File: src/psag_pkg.sv
// ----------------------------------------------------------------------------
// psag_pkg
// Types, codes and constants shared by the plane slice address generator.
// ----------------------------------------------------------------------------
package psag_pkg;

    localparam int MAX_DIMS   = 4;
    localparam int DIM_W      = 16;
    localparam int NUM_SIZES  = 4;
    localparam int OUT_W      = 32;
    localparam int CFG_DATA_W = 64;
    localparam int ADDR_W     = 6;
    localparam int REG_SEL_W  = 3;

    typedef enum logic [REG_SEL_W-1:0] {
        REG_DIM_SIZES    = 3'd0,
        REG_NUM_DIMS     = 3'd1,
        REG_FIRST_DIM    = 3'd2,
        REG_SECOND_DIM   = 3'd3,
        REG_ORIGIN_INDEX = 3'd4,
        REG_DIRECTION    = 3'd5
    } cfg_reg_t;

    typedef enum logic [1:0] {
        DIR_A2S = 2'd0,
        DIR_S2A = 2'd1
    } dir_t;

    typedef enum logic [1:0] {
        MOVE_NONE = 2'd0,
        MOVE_A2S  = 2'd1,
        MOVE_S2A  = 2'd2
    } move_t;

    typedef enum logic [1:0] {
        ERR_OK     = 2'd0,
        ERR_ORDER  = 2'd1,
        ERR_RANGE  = 2'd2,
        ERR_STRIDE = 2'd3
    } err_t;

    typedef enum logic [1:0] {
        ST_IDLE,
        ST_STRIDE,
        ST_STEP
    } state_t;

    // size of dimension d, dimension 0 in the low bits
    function automatic logic [DIM_W-1:0] size_of(
        input logic [NUM_SIZES*DIM_W-1:0] sizes,
        input logic [1:0]                 d
    );
        return sizes[d*DIM_W +: DIM_W];
    endfunction

    function automatic logic [1:0] move_of(input logic [1:0] dir);
        logic [1:0] m;
        case (dir)
            DIR_A2S: m = MOVE_A2S;
            DIR_S2A: m = MOVE_S2A;
            default: m = MOVE_NONE;
        endcase
        return m;
    endfunction

endpackage

File: src/psag_if.sv
// ----------------------------------------------------------------------------
// psag_if
// Valid/ready channels for restart/advance items and address results.
// ----------------------------------------------------------------------------
interface psag_in_if;
    logic valid;
    logic ready;
    logic restart;

    modport source (output valid, output restart, input ready);
    modport sink   (input valid, input restart, output ready);
endinterface

interface psag_out_if;
    logic                       valid;
    logic                       ready;
    logic [psag_pkg::OUT_W-1:0] array_index;
    logic [psag_pkg::OUT_W-1:0] slice_index;
    logic [1:0]                 move;
    logic                       element_valid;
    logic                       last;
    logic [1:0]                 error_code;

    modport source (output valid, output array_index, output slice_index, output move,
                    output element_valid, output last, output error_code, input ready);
    modport sink   (input valid, input array_index, input slice_index, input move,
                    input element_valid, input last, input error_code, output ready);
endinterface

File: src/plane_slice_address_gen_core.sv
// An advance item, or a restart with an order or range error, is in the output
//   register in the cycle after it is accepted.
// A checked restart walks the dimension sizes through one shared multiplier and
//   is not ready meanwhile. Throughput: one advance item per cycle while idle
//   and the output is not stalled. Async active-low reset: idle, no run,
//   registers back to sizes 0, num_dims 2, first 0, second 1, origin 0, dir 0.
// ----------------------------------------------------------------------------
// plane_slice_address_gen_core
// Strided address generator for moving a plane between a column-major array
// and a dense plane buffer, with an APB register port.
// ----------------------------------------------------------------------------
module plane_slice_address_gen_core #(
    parameter int INDEX_BITS = 32
) (
    input  logic                            clk,
    input  logic                            rst_n,
    input  logic                            psel,
    input  logic                            penable,
    input  logic                            pwrite,
    input  logic [psag_pkg::ADDR_W-1:0]     paddr,
    input  logic [psag_pkg::CFG_DATA_W-1:0] pwdata,
    output logic [psag_pkg::CFG_DATA_W-1:0] prdata,
    output logic                            pready,
    psag_in_if.sink                         in_ch,
    psag_out_if.source                      out_ch
);
    import psag_pkg::*;

    localparam int PW = INDEX_BITS + 1;     // product with room for the clamp value
    localparam int MW = PW + DIM_W;
    localparam logic [PW-1:0] CLAMP = PW'(1) << INDEX_BITS;

    // configuration registers
    logic [NUM_SIZES*DIM_W-1:0] dim_sizes_reg;
    logic [2:0]                 num_dims_reg;
    logic [1:0]                 first_dim_reg;
    logic [1:0]                 second_dim_reg;
    logic [OUT_W-1:0]           origin_index_reg;
    logic [1:0]                 direction_reg;

    // run state
    state_t                  state_reg, state_next;
    logic                    running_reg, running_next;
    logic [DIM_W-1:0]        inner_count_reg, inner_count_next;
    logic [DIM_W-1:0]        outer_count_reg, outer_count_next;
    logic [DIM_W-1:0]        inner_size_reg, inner_size_next;
    logic [DIM_W-1:0]        outer_size_reg, outer_size_next;
    logic [INDEX_BITS-1:0]   current_index_reg, current_index_next;
    logic [INDEX_BITS-1:0]   inner_stride_reg, inner_stride_next;
    logic [INDEX_BITS-1:0]   outer_step_reg, outer_step_next;
    logic [OUT_W-1:0]        slice_count_reg, slice_count_next;
    logic [1:0]              step_cnt_reg, step_cnt_next;
    logic [PW-1:0]           prod_reg, prod_next;
    logic [PW-1:0]           s0_reg, s0_next;

    // output register
    logic             out_valid_reg, out_valid_next;
    logic [OUT_W-1:0] array_index_reg, array_index_next;
    logic [OUT_W-1:0] slice_index_reg, slice_index_next;
    logic [1:0]       move_reg, move_next;
    logic             element_valid_reg, element_valid_next;
    logic             last_reg, last_next;
    logic [1:0]       error_code_reg, error_code_next;

    logic             cfg_we;
    cfg_reg_t         cfg_sel;
    logic             out_free;
    logic             in_acc;
    logic             order_err;
    logic             range_err;
    logic             stride_ovf;
    logic [PW-1:0]    mul_a;
    logic [DIM_W-1:0] mul_b;
    logic [MW-1:0]    mul_p;
    logic [PW-1:0]    mul_clamped;
    logic [DIM_W-1:0] first_size;

    // ---------------- register port ----------------
    assign pready  = 1'b1;
    assign cfg_we  = psel && penable && pwrite && pready;
    assign cfg_sel = cfg_reg_t'(paddr[ADDR_W-1 -: REG_SEL_W]);

    always_ff @(posedge clk or negedge rst_n)
    begin
        if (!rst_n)
        begin
            dim_sizes_reg    <= '0;
            num_dims_reg     <= 3'd2;
            first_dim_reg    <= 2'd0;
            second_dim_reg   <= 2'd1;
            origin_index_reg <= '0;
            direction_reg    <= DIR_A2S;
        end
        else if (cfg_we)
        begin
            case (cfg_sel)
                REG_DIM_SIZES:    dim_sizes_reg    <= pwdata;
                REG_NUM_DIMS:     num_dims_reg     <= pwdata[2:0];
                REG_FIRST_DIM:    first_dim_reg    <= pwdata[1:0];
                REG_SECOND_DIM:   second_dim_reg   <= pwdata[1:0];
                REG_ORIGIN_INDEX: origin_index_reg <= pwdata[OUT_W-1:0];
                REG_DIRECTION:    direction_reg    <= pwdata[1:0];
                default:          ;
            endcase
        end
    end

    always_comb
    begin
        case (cfg_sel)
            REG_DIM_SIZES:    prdata = dim_sizes_reg;
            REG_NUM_DIMS:     prdata = CFG_DATA_W'(num_dims_reg);
            REG_FIRST_DIM:    prdata = CFG_DATA_W'(first_dim_reg);
            REG_SECOND_DIM:   prdata = CFG_DATA_W'(second_dim_reg);
            REG_ORIGIN_INDEX: prdata = CFG_DATA_W'(origin_index_reg);
            REG_DIRECTION:    prdata = CFG_DATA_W'(direction_reg);
            default:          prdata = '0;
        endcase
    end

    // ---------------- handshake ----------------
    assign out_free    = !out_valid_reg || out_ch.ready;
    assign in_ch.ready = (state_reg == ST_IDLE) && out_free;
    assign in_acc      = in_ch.valid && in_ch.ready;

    assign order_err  = first_dim_reg >= second_dim_reg;
    assign range_err  = (num_dims_reg == 3'd0) || (int'(num_dims_reg) > MAX_DIMS)
                        || ({1'b0, second_dim_reg} >= num_dims_reg);
    assign stride_ovf = s0_reg[INDEX_BITS] || prod_reg[INDEX_BITS];
    assign first_size = size_of(dim_sizes_reg, first_dim_reg);

    // shared multiplier: running stride product, then s0 * (inner size - 1)
    always_comb
    begin
        if (state_reg == ST_STEP)
        begin
            mul_a = s0_reg;
            mul_b = (inner_size_reg == '0) ? '0 : inner_size_reg - DIM_W'(1);
        end
        else
        begin
            mul_a = prod_reg;
            mul_b = size_of(dim_sizes_reg, step_cnt_reg);
        end
    end

    assign mul_p       = mul_a * MW'(mul_b);
    assign mul_clamped = (|mul_p[MW-1:INDEX_BITS]) ? CLAMP : mul_p[PW-1:0];

    // ---------------- sequencer ----------------
    always_comb
    begin
        state_next = state_reg;
        case (state_reg)
            ST_IDLE:
            begin
                if (in_acc && in_ch.restart && !order_err && !range_err)
                    state_next = ST_STRIDE;
            end
            ST_STRIDE:
            begin
                if (step_cnt_reg == second_dim_reg - 2'd1)
                    state_next = ST_STEP;
            end
            ST_STEP:
            begin
                if (out_free)
                    state_next = ST_IDLE;
            end
            default: state_next = ST_IDLE;
        endcase
    end

    // ---------------- datapath ----------------
    always_comb
    begin
        running_next       = running_reg;
        inner_count_next   = inner_count_reg;
        outer_count_next   = outer_count_reg;
        inner_size_next    = inner_size_reg;
        outer_size_next    = outer_size_reg;
        current_index_next = current_index_reg;
        inner_stride_next  = inner_stride_reg;
        outer_step_next    = outer_step_reg;
        slice_count_next   = slice_count_reg;
        step_cnt_next      = step_cnt_reg;
        prod_next          = prod_reg;
        s0_next            = s0_reg;

        out_valid_next     = out_valid_reg && !out_ch.ready;
        array_index_next   = array_index_reg;
        slice_index_next   = slice_index_reg;
        move_next          = move_reg;
        element_valid_next = element_valid_reg;
        last_next          = last_reg;
        error_code_next    = error_code_reg;

        case (state_reg)
            ST_IDLE:
            begin
                if (in_acc && in_ch.restart)
                begin
                    running_next     = 1'b0;
                    inner_count_next = '0;
                    outer_count_next = '0;
                    slice_count_next = '0;
                    inner_size_next  = first_size;
                    outer_size_next  = size_of(dim_sizes_reg, second_dim_reg);
                    step_cnt_next    = '0;
                    prod_next        = PW'(1);
                    s0_next          = PW'(1);
                    if (order_err || range_err)
                    begin
                        out_valid_next     = 1'b1;
                        array_index_next   = '0;
                        slice_index_next   = '0;
                        move_next          = MOVE_NONE;
                        element_valid_next = 1'b0;
                        last_next          = 1'b0;
                        error_code_next    = order_err ? ERR_ORDER : ERR_RANGE;
                    end
                end
                else if (in_acc)
                begin
                    out_valid_next     = 1'b1;
                    array_index_next   = '0;
                    slice_index_next   = '0;
                    move_next          = MOVE_NONE;
                    element_valid_next = 1'b0;
                    last_next          = 1'b0;
                    error_code_next    = ERR_OK;
                    if (running_reg)
                    begin
                        array_index_next   = OUT_W'(current_index_reg);
                        slice_index_next   = slice_count_reg;
                        move_next          = move_of(direction_reg);
                        element_valid_next = 1'b1;
                        slice_count_next   = slice_count_reg + OUT_W'(1);
                        if ({1'b0, inner_count_reg} + (DIM_W+1)'(1) < {1'b0, inner_size_reg})
                        begin
                            inner_count_next   = inner_count_reg + DIM_W'(1);
                            current_index_next = current_index_reg + inner_stride_reg;
                        end
                        else
                        begin
                            inner_count_next = '0;
                            if ({1'b0, outer_count_reg} + (DIM_W+1)'(1)
                                >= {1'b0, outer_size_reg})
                            begin
                                last_next        = 1'b1;
                                outer_count_next = '0;
                                running_next     = 1'b0;
                            end
                            else
                            begin
                                outer_count_next   = outer_count_reg + DIM_W'(1);
                                current_index_next = current_index_reg + outer_step_reg;
                            end
                        end
                    end
                end
            end
            ST_STRIDE:
            begin
                // stride of dimension i is the product of all sizes below it
                if (step_cnt_reg == first_dim_reg)
                    s0_next = prod_reg;
                prod_next     = mul_clamped;
                step_cnt_next = step_cnt_reg + 2'd1;
            end
            ST_STEP:
            begin
                if (out_free)
                begin
                    out_valid_next     = 1'b1;
                    array_index_next   = '0;
                    slice_index_next   = '0;
                    move_next          = MOVE_NONE;
                    element_valid_next = 1'b0;
                    last_next          = 1'b0;
                    error_code_next    = stride_ovf ? ERR_STRIDE : ERR_OK;
                    if (!stride_ovf)
                    begin
                        inner_stride_next  = s0_reg[INDEX_BITS-1:0];
                        outer_step_next    = prod_reg[INDEX_BITS-1:0]
                                             - mul_p[INDEX_BITS-1:0];
                        current_index_next = INDEX_BITS'(origin_index_reg);
                        running_next       = (inner_size_reg != '0) && (outer_size_reg != '0);
                    end
                end
            end
            default: ;
        endcase
    end

    always_ff @(posedge clk or negedge rst_n)
    begin
        if (!rst_n)
        begin
            state_reg         <= ST_IDLE;
            running_reg       <= 1'b0;
            inner_count_reg   <= '0;
            outer_count_reg   <= '0;
            inner_size_reg    <= '0;
            outer_size_reg    <= '0;
            current_index_reg <= '0;
            inner_stride_reg  <= '0;
            outer_step_reg    <= '0;
            slice_count_reg   <= '0;
            step_cnt_reg      <= '0;
            out_valid_reg     <= 1'b0;
        end
        else
        begin
            state_reg         <= state_next;
            running_reg       <= running_next;
            inner_count_reg   <= inner_count_next;
            outer_count_reg   <= outer_count_next;
            inner_size_reg    <= inner_size_next;
            outer_size_reg    <= outer_size_next;
            current_index_reg <= current_index_next;
            inner_stride_reg  <= inner_stride_next;
            outer_step_reg    <= outer_step_next;
            slice_count_reg   <= slice_count_next;
            step_cnt_reg      <= step_cnt_next;
            out_valid_reg     <= out_valid_next;
        end
    end

    always_ff @(posedge clk)
    begin
        prod_reg          <= prod_next;
        s0_reg            <= s0_next;
        array_index_reg   <= array_index_next;
        slice_index_reg   <= slice_index_next;
        move_reg          <= move_next;
        element_valid_reg <= element_valid_next;
        last_reg          <= last_next;
        error_code_reg    <= error_code_next;
    end

    assign out_ch.valid         = out_valid_reg;
    assign out_ch.array_index   = array_index_reg;
    assign out_ch.slice_index   = slice_index_reg;
    assign out_ch.move          = move_reg;
    assign out_ch.element_valid = element_valid_reg;
    assign out_ch.last          = last_reg;
    assign out_ch.error_code    = error_code_reg;

endmodule

File: src/flat_wrapper.sv
// flat-port wrapper written by rule: the top's interface ports become plain ports
module plane_slice_address_gen_core_flat import psag_pkg::*;
#(
    parameter int INDEX_BITS = 32
)
  (clk, rst_n, psel, penable, pwrite, paddr, pwdata, prdata, pready, in_ch_valid, in_ch_restart, in_ch_ready, out_ch_valid, out_ch_array_index, out_ch_slice_index, out_ch_move, out_ch_element_valid, out_ch_last, out_ch_error_code, out_ch_ready);
  psag_in_if in_ch_i ();
  psag_out_if out_ch_i ();
  input  logic clk;
  input  logic rst_n;
  input  logic psel;
  input  logic penable;
  input  logic pwrite;
  input  logic [psag_pkg::ADDR_W-1:0] paddr;
  input  logic [psag_pkg::CFG_DATA_W-1:0] pwdata;
  output logic [psag_pkg::CFG_DATA_W-1:0] prdata;
  output logic pready;
  input wire logic [$bits(in_ch_i.valid)-1:0] in_ch_valid;
  input wire logic [$bits(in_ch_i.restart)-1:0] in_ch_restart;
  output wire logic [$bits(in_ch_i.ready)-1:0] in_ch_ready;
  output wire logic [$bits(out_ch_i.valid)-1:0] out_ch_valid;
  output wire logic [$bits(out_ch_i.array_index)-1:0] out_ch_array_index;
  output wire logic [$bits(out_ch_i.slice_index)-1:0] out_ch_slice_index;
  output wire logic [$bits(out_ch_i.move)-1:0] out_ch_move;
  output wire logic [$bits(out_ch_i.element_valid)-1:0] out_ch_element_valid;
  output wire logic [$bits(out_ch_i.last)-1:0] out_ch_last;
  output wire logic [$bits(out_ch_i.error_code)-1:0] out_ch_error_code;
  input wire logic [$bits(out_ch_i.ready)-1:0] out_ch_ready;
  assign in_ch_i.valid = in_ch_valid;
  assign in_ch_i.restart = in_ch_restart;
  assign in_ch_ready = in_ch_i.ready;
  assign out_ch_valid = out_ch_i.valid;
  assign out_ch_array_index = out_ch_i.array_index;
  assign out_ch_slice_index = out_ch_i.slice_index;
  assign out_ch_move = out_ch_i.move;
  assign out_ch_element_valid = out_ch_i.element_valid;
  assign out_ch_last = out_ch_i.last;
  assign out_ch_error_code = out_ch_i.error_code;
  assign out_ch_i.ready = out_ch_ready;
  plane_slice_address_gen_core #(.INDEX_BITS(INDEX_BITS)) u_core (.clk(clk), .rst_n(rst_n), .psel(psel), .penable(penable), .pwrite(pwrite), .paddr(paddr), .pwdata(pwdata), .prdata(prdata), .pready(pready), .in_ch(in_ch_i), .out_ch(out_ch_i));
endmodule
File: config.mk
export PLATFORM = sky130hd
export DESIGN_NAME = plane_slice_address_gen_core_flat
export DESIGN_NICKNAME = d
export VERILOG_FILES = /design/src/psag_pkg.sv /design/src/psag_if.sv /design/src/plane_slice_address_gen_core.sv /design/src/flat_wrapper.sv
export SDC_FILE = /design/constraint.sdc
export NUM_CORES = 2
export LEC_CHECK = 0
export ABC_AREA = 1
export BUFFER_PORTS_ARGS = -buffer_cell sky130_fd_sc_hd__buf_2
export CORE_AREA = 10 10 337 339
export DETAILED_ROUTE_END_ITERATION = 16
export DIE_AREA = 0 0 347 349
export PLACE_DENSITY = 0.61
export SLEW_MARGIN = 20
export SYNTH_ARGS = -nofsm -noshare
export SYNTH_HDL_FRONTEND = slang
export SYNTH_SLANG_ARGS = --single-unit
File: constraint.sdc
create_clock -name clk -period 13.8 [get_ports clk]
set_input_delay 2.07 -clock clk [delete_from_list [all_inputs] [get_ports clk]]
set_output_delay 2.07 -clock clk [all_outputs]
set_load 0.005 [all_outputs]
Word-level counts from Yosys, hierarchy flattened
Cells that the tools add are included.

Register bits after elaboration: 439. Input bits: 78. Logic and storage cells: 199.

Add/subtract/negate cells: 11. $mul: 1. Order comparisons: 5. Eq/ne operators: 23. Shift-type cells: 3. Multiplexer cells: 83. Bitwise logic cells: 1. Reduce and logical (&&, ||, !) cells: 46.

Operators by type and width (number): $mux 32 (18); $pmux 64 s6 (1); $pmux 32 s2 (3); $shiftx 64x7->16 (3); $mux 16 (11); $mux 33 (4); $pmux 33 s2 (2); $add 32x32->32 (2); $mul 33x16->49 (1); $add 16x1->17 const B (2); $add 16x1->16 const B (2); $add 32x1->32 const B (1); $reduce_bool 16->1 (2); $sub 32x32->32 (1); $mux 2 (14); $mux 1 (21); $ge 17x16->1 (1); $lt 17x16->1 (1); $reduce_or 17->1 (1); $logic_not 16->1 (1); $pmux 2 s2 (4); $reduce_and 2->1 (8); $sub 16x1->16 const B (1); $ne 2x1->1 const B (6); other kinds (26) (62).

Longest topological paths before layout
Depth in word-level cells: 9. Gate-level depth with buffers: 51.

Least setup slack after synthesis
No wires, ideal clock.

Path kind: reg-to-reg. Start point: reg u_core.state_reg[1]. End point: reg u_core.outer_step_reg[28]. Setup time: 0.118 ns. Arrival time: 7.602 ns. Data required time: 13.682 ns. Setup slack: 6.080 ns. Stages on the path, launching flop included: 40. Path buffers: 4. Cell sequence: dfrtp_1 > inv_2 > nor2_1 > inv_1 > buf_2 > clkbuf_1 > clkbuf_1 > o21ai_0 > clkbuf_1 > nand2_1 > fa_1 > inv_1 > fa_1 > fa_1 > inv_1 > fa_1 > inv_1 > fa_1 > [4 not listed] > nand2_1 > nor2_1 > nand2_1 > nand2_1 > a31oi_1 > xor2_1 > ha_1 > nand2_1 > nor2_1 > nand4_1 > o221ai_1 > nand3_1 > nand3_1 > nand2_1 > nand2_1 > nand2_1 > nand3_1 > nand2_1.

Longest elaborated chain between the ends: 4.

RTL lines: start, declared (line plane_slice_address_gen_core.sv:42) `state_t state_reg, state_next;`; start signal, assigned (line plane_slice_address_gen_core.sv:315) `state_reg <= state_next;`; $eq 2x2->1 (*) (line plane_slice_address_gen_core.sv:135, plane_slice_address_gen_core.sv:198); $mux 33 or $mux 16 (tied branches) (line plane_slice_address_gen_core.sv:135) `if (state_reg == ST_STEP)`; $mul 33x16->49 (line plane_slice_address_gen_core.sv:147) `assign mul_p = mul_a * MW'(mul_b);`; $sub 32x32->32 (line plane_slice_address_gen_core.sv:286) `- mul_p[INDEX_BITS-1:0];`; end signal, assigned (line plane_slice_address_gen_core.sv:323) `outer_step_reg <= outer_step_next;`; end, declared (line plane_slice_address_gen_core.sv:50) `logic [INDEX_BITS-1:0] outer_step_reg, outer_step_next;`.

Mark *: on every way between the ends. The rest lies on a longest branch, timed or not. A chain may end at the register's enable or synchronous reset.

Final worst setup path
Start point: reg u_core.state_reg[0]. End point: reg u_core.outer_step_reg[28].

Same word-level chain as after synthesis.

==> impl_metrics.py <==
metrics = {
    "setup_path": {
        "critPathLaunchType": "flop",
        "critPathSlowestCell": "inv_1",
        "cpPeakStageDelay_ps": 1000,
        "required_ps": 14310,
        "crit_arrival_ps": 10850,
        "cp_common_cell": "nand2_1",
        "critPathMaxFanout": 54,
        "reg2reg_from": "u_core.state_reg[0]",
        "reg2reg_setup_slack_ps": 3450,
        "worst-r2r-cell-count": 37,
        "reg2reg_to": "u_core.outer_step_reg[28]",
        "end_kind": "flop",
        "critical_path_class": "flop to flop",
    },
    "global_routing": {
        "track_usage": 0.229,
        "grt_pass1_vias": 37000,
        "grt_max_degree": 138,
        "gr-total-overflow": 0,
        "grt_antenna_before_repair": 1,
        "grt_pass1_wl_mm": 218,
    },
    "floorplanning": {
        "io_pins": 215,
        "die_area_um2": 121000,
        "core-area_um2": 107000,
        "fp.dieH_um": 349,
        "start_util": 0.397,
        "dieWidth_um": 347,
        "rows": 120,
    },
    "synth": {
        "yosysTopAreaCellShare": 0.205,
        "yosysSeqAreaShare": 0.276,
        "yosys.area.top_type": "fa_1",
        "syn_nets": 6208,
        "synth_ff_type": "dfrtp_1",
        "ys.warnings.count": 0,
        "synth.area.top_cells": "fa_1 (21%), dfrtp_1 (18%), nand2_1 (10%)",
        "synth_cells": 5482,
        "synth-seq-cells": 439,
        "syn_area_per_cell_um2": 7.71,
        "ys_async_sr_fraction": 0.690,
        "ys_types": 59,
        "synth.most_common_cell": "nand2_1",
        "netlist_area_um2": 42300,
        "synthTopCellsByCount": "nand2_1 (1144), inv_1 (1064), nor2_1 (639)",
        "synth-edff-count": 136,
    },
    "timing": {
        "rsz0062_at_grt": "no",
        "finalMaxSlewViolations": 0,
        "period_share": 0.750,
        "final-setup-viol-count": 0,
        "hold_viol": 0,
        "finClkSkew_ps": 51.1,
        "relSlewSlack": 0.214,
        "worstMarginPinSlew_ps": 1180,
        "fin_setup_tns_ps": 0,
        "max_freq_ghz": 0.0967,
        "layout_min_cycle_time_ps": 10350,
    },
    "clocking": {
        "cts.path.max_buffers": 3,
        "postCtsSetupBuffers": 0,
        "ctsHoldBuffers": 0,
        "cts_max_level": 2,
        "clock-root-buffer": "clkbuf_16",
        "ctsResizeCount": 0,
        "clk_pin_slew_ps": 60,
        "cts.sinks": 439,
        "tritoncts": "yes",
        "cts_buffers": 48,
        "clkLatencyLatePin_ps": 620,
    },
    "status": {
        "outcome": "finished clean",
    },
    "route": {
        "drt_iter0_markers": 3552,
        "wl_per_cell_um": 20.0,
        "via_count": 37300,
        "remaining_drc_errors": 0,
        "ant_nets": 0,
        "vias_per_cell": 5.30,
        "drtPass1Iterations": 6,
        "wl_mm": 140,
    },
    "place": {
        "hpwl_mm": 109,
        "gp_routability_congestion": 0.955,
        "numPortBuffers": 210,
    },
    "hold_path": {
        "whs_path_depth": 2,
        "hold_start": "u_core.outer_step_reg[1]",
        "whs_endpoint": "u_core.outer_step_reg[1]",
        "hp-class": "flop to flop",
    },
    "finish": {
        "largest_reg_flops": 64,
        "diodes": 0,
        "nets": 6314,
        "drive_gt1_frac": 0.0811,
        "syn2layout_area_growth_pct": 9.63,
    },
    "flow_run": {
        "cap_viol_max_count": 0,
    },
}
## cell type report
class                           count  area, um2
Fill cell                       10900      60200
Timing Repair Buffer              259       1440
Clock inverter                     19        149
Clock buffer                       69       1440
Inverter                         1079       4050
Sequential cell                   439      11700
Multi-Input combinational cell   3761      25900
Tap cell                         1403       1760
## logic make-up after synthesis
| kind of cell | after synthesis | synth area share |
|---|---|---|
| xor+xnor | 105 | 0.0217 |
| buf+inv | 1282 | 0.115 |
| other cells | 1 | 0.0000887 |
| fa+ha+maj | 648 | 0.269 |
| compound gates | 886 | 0.114 |
| flops | 439 | 0.276 |
| mux | 1 | 0.000266 |
| simple gates | 2120 | 0.204 |
## metal layers
metal / GRT usage / routed length [um]
met5: 0 / 11
met4: 0.0997 / 6670
met3: 0.0327 / 10600
met2: 0.372 / 64200
met1: 0.302 / 58900
## worst max-delay path by stage
stage | startpoint | end | slack (ps)
after floorplan | u_core.state_reg[1] | u_core.outer_step_reg[28] | 6080
after global placement | u_core.state_reg[0] | u_core.outer_step_reg[28] | 3600
after detailed placement | u_core.state_reg[0] | u_core.outer_step_reg[28] | 3620
after CTS | u_core.state_reg[0] | u_core.outer_step_reg[28] | 3610
after global routing | u_core.state_reg[0] | u_core.outer_step_reg[28] | 2880
final | u_core.state_reg[0] | u_core.outer_step_reg[28] | 3450
## placed cells by master (no fill, tap or decap), drive strengths merged, types with 136 or more instances in the layout
cell	count
fa	434
nand3	146
o21ai	461
nor2	683
buf	259
a21oi	256
ha	214
dfrtp	301
nand2	1150
edfxtp	136
inv	1074
## critical path, delay by kind of cell, from the launching register on
| kind | cells | cell delay (ps) |
|---|---|---|
| and+or+nand+nor | 17 | 2820 |
| AOI/OAI and AO/OA | 3 | 870 |
| adders and majority gates | 8 | 3700 |
| buffers and inverters | 8 | 2100 |
| xor gates and xnor gates | 1 | 330 |
| DFF | 1 | 410 |
## stage by stage
stage                     instances  cell area [um2]  utilization  setup slack (ps)  hold WS [ps]
after detailed placement       6941            44800        0.420              3620           461
after global placement         6941            44800        0.420              3600           457
final                          7029            46400        0.435              3450           471
after global routing           7029            46400        0.435              2880           486
after CTS                      7029            46400        0.435              3610           477
after floorplan                5482            42300            -              6080           442
Power is left out: the tool's default activity adds up to more than one toggle a clock period on the data nets, which glitch-free logic cannot reach.
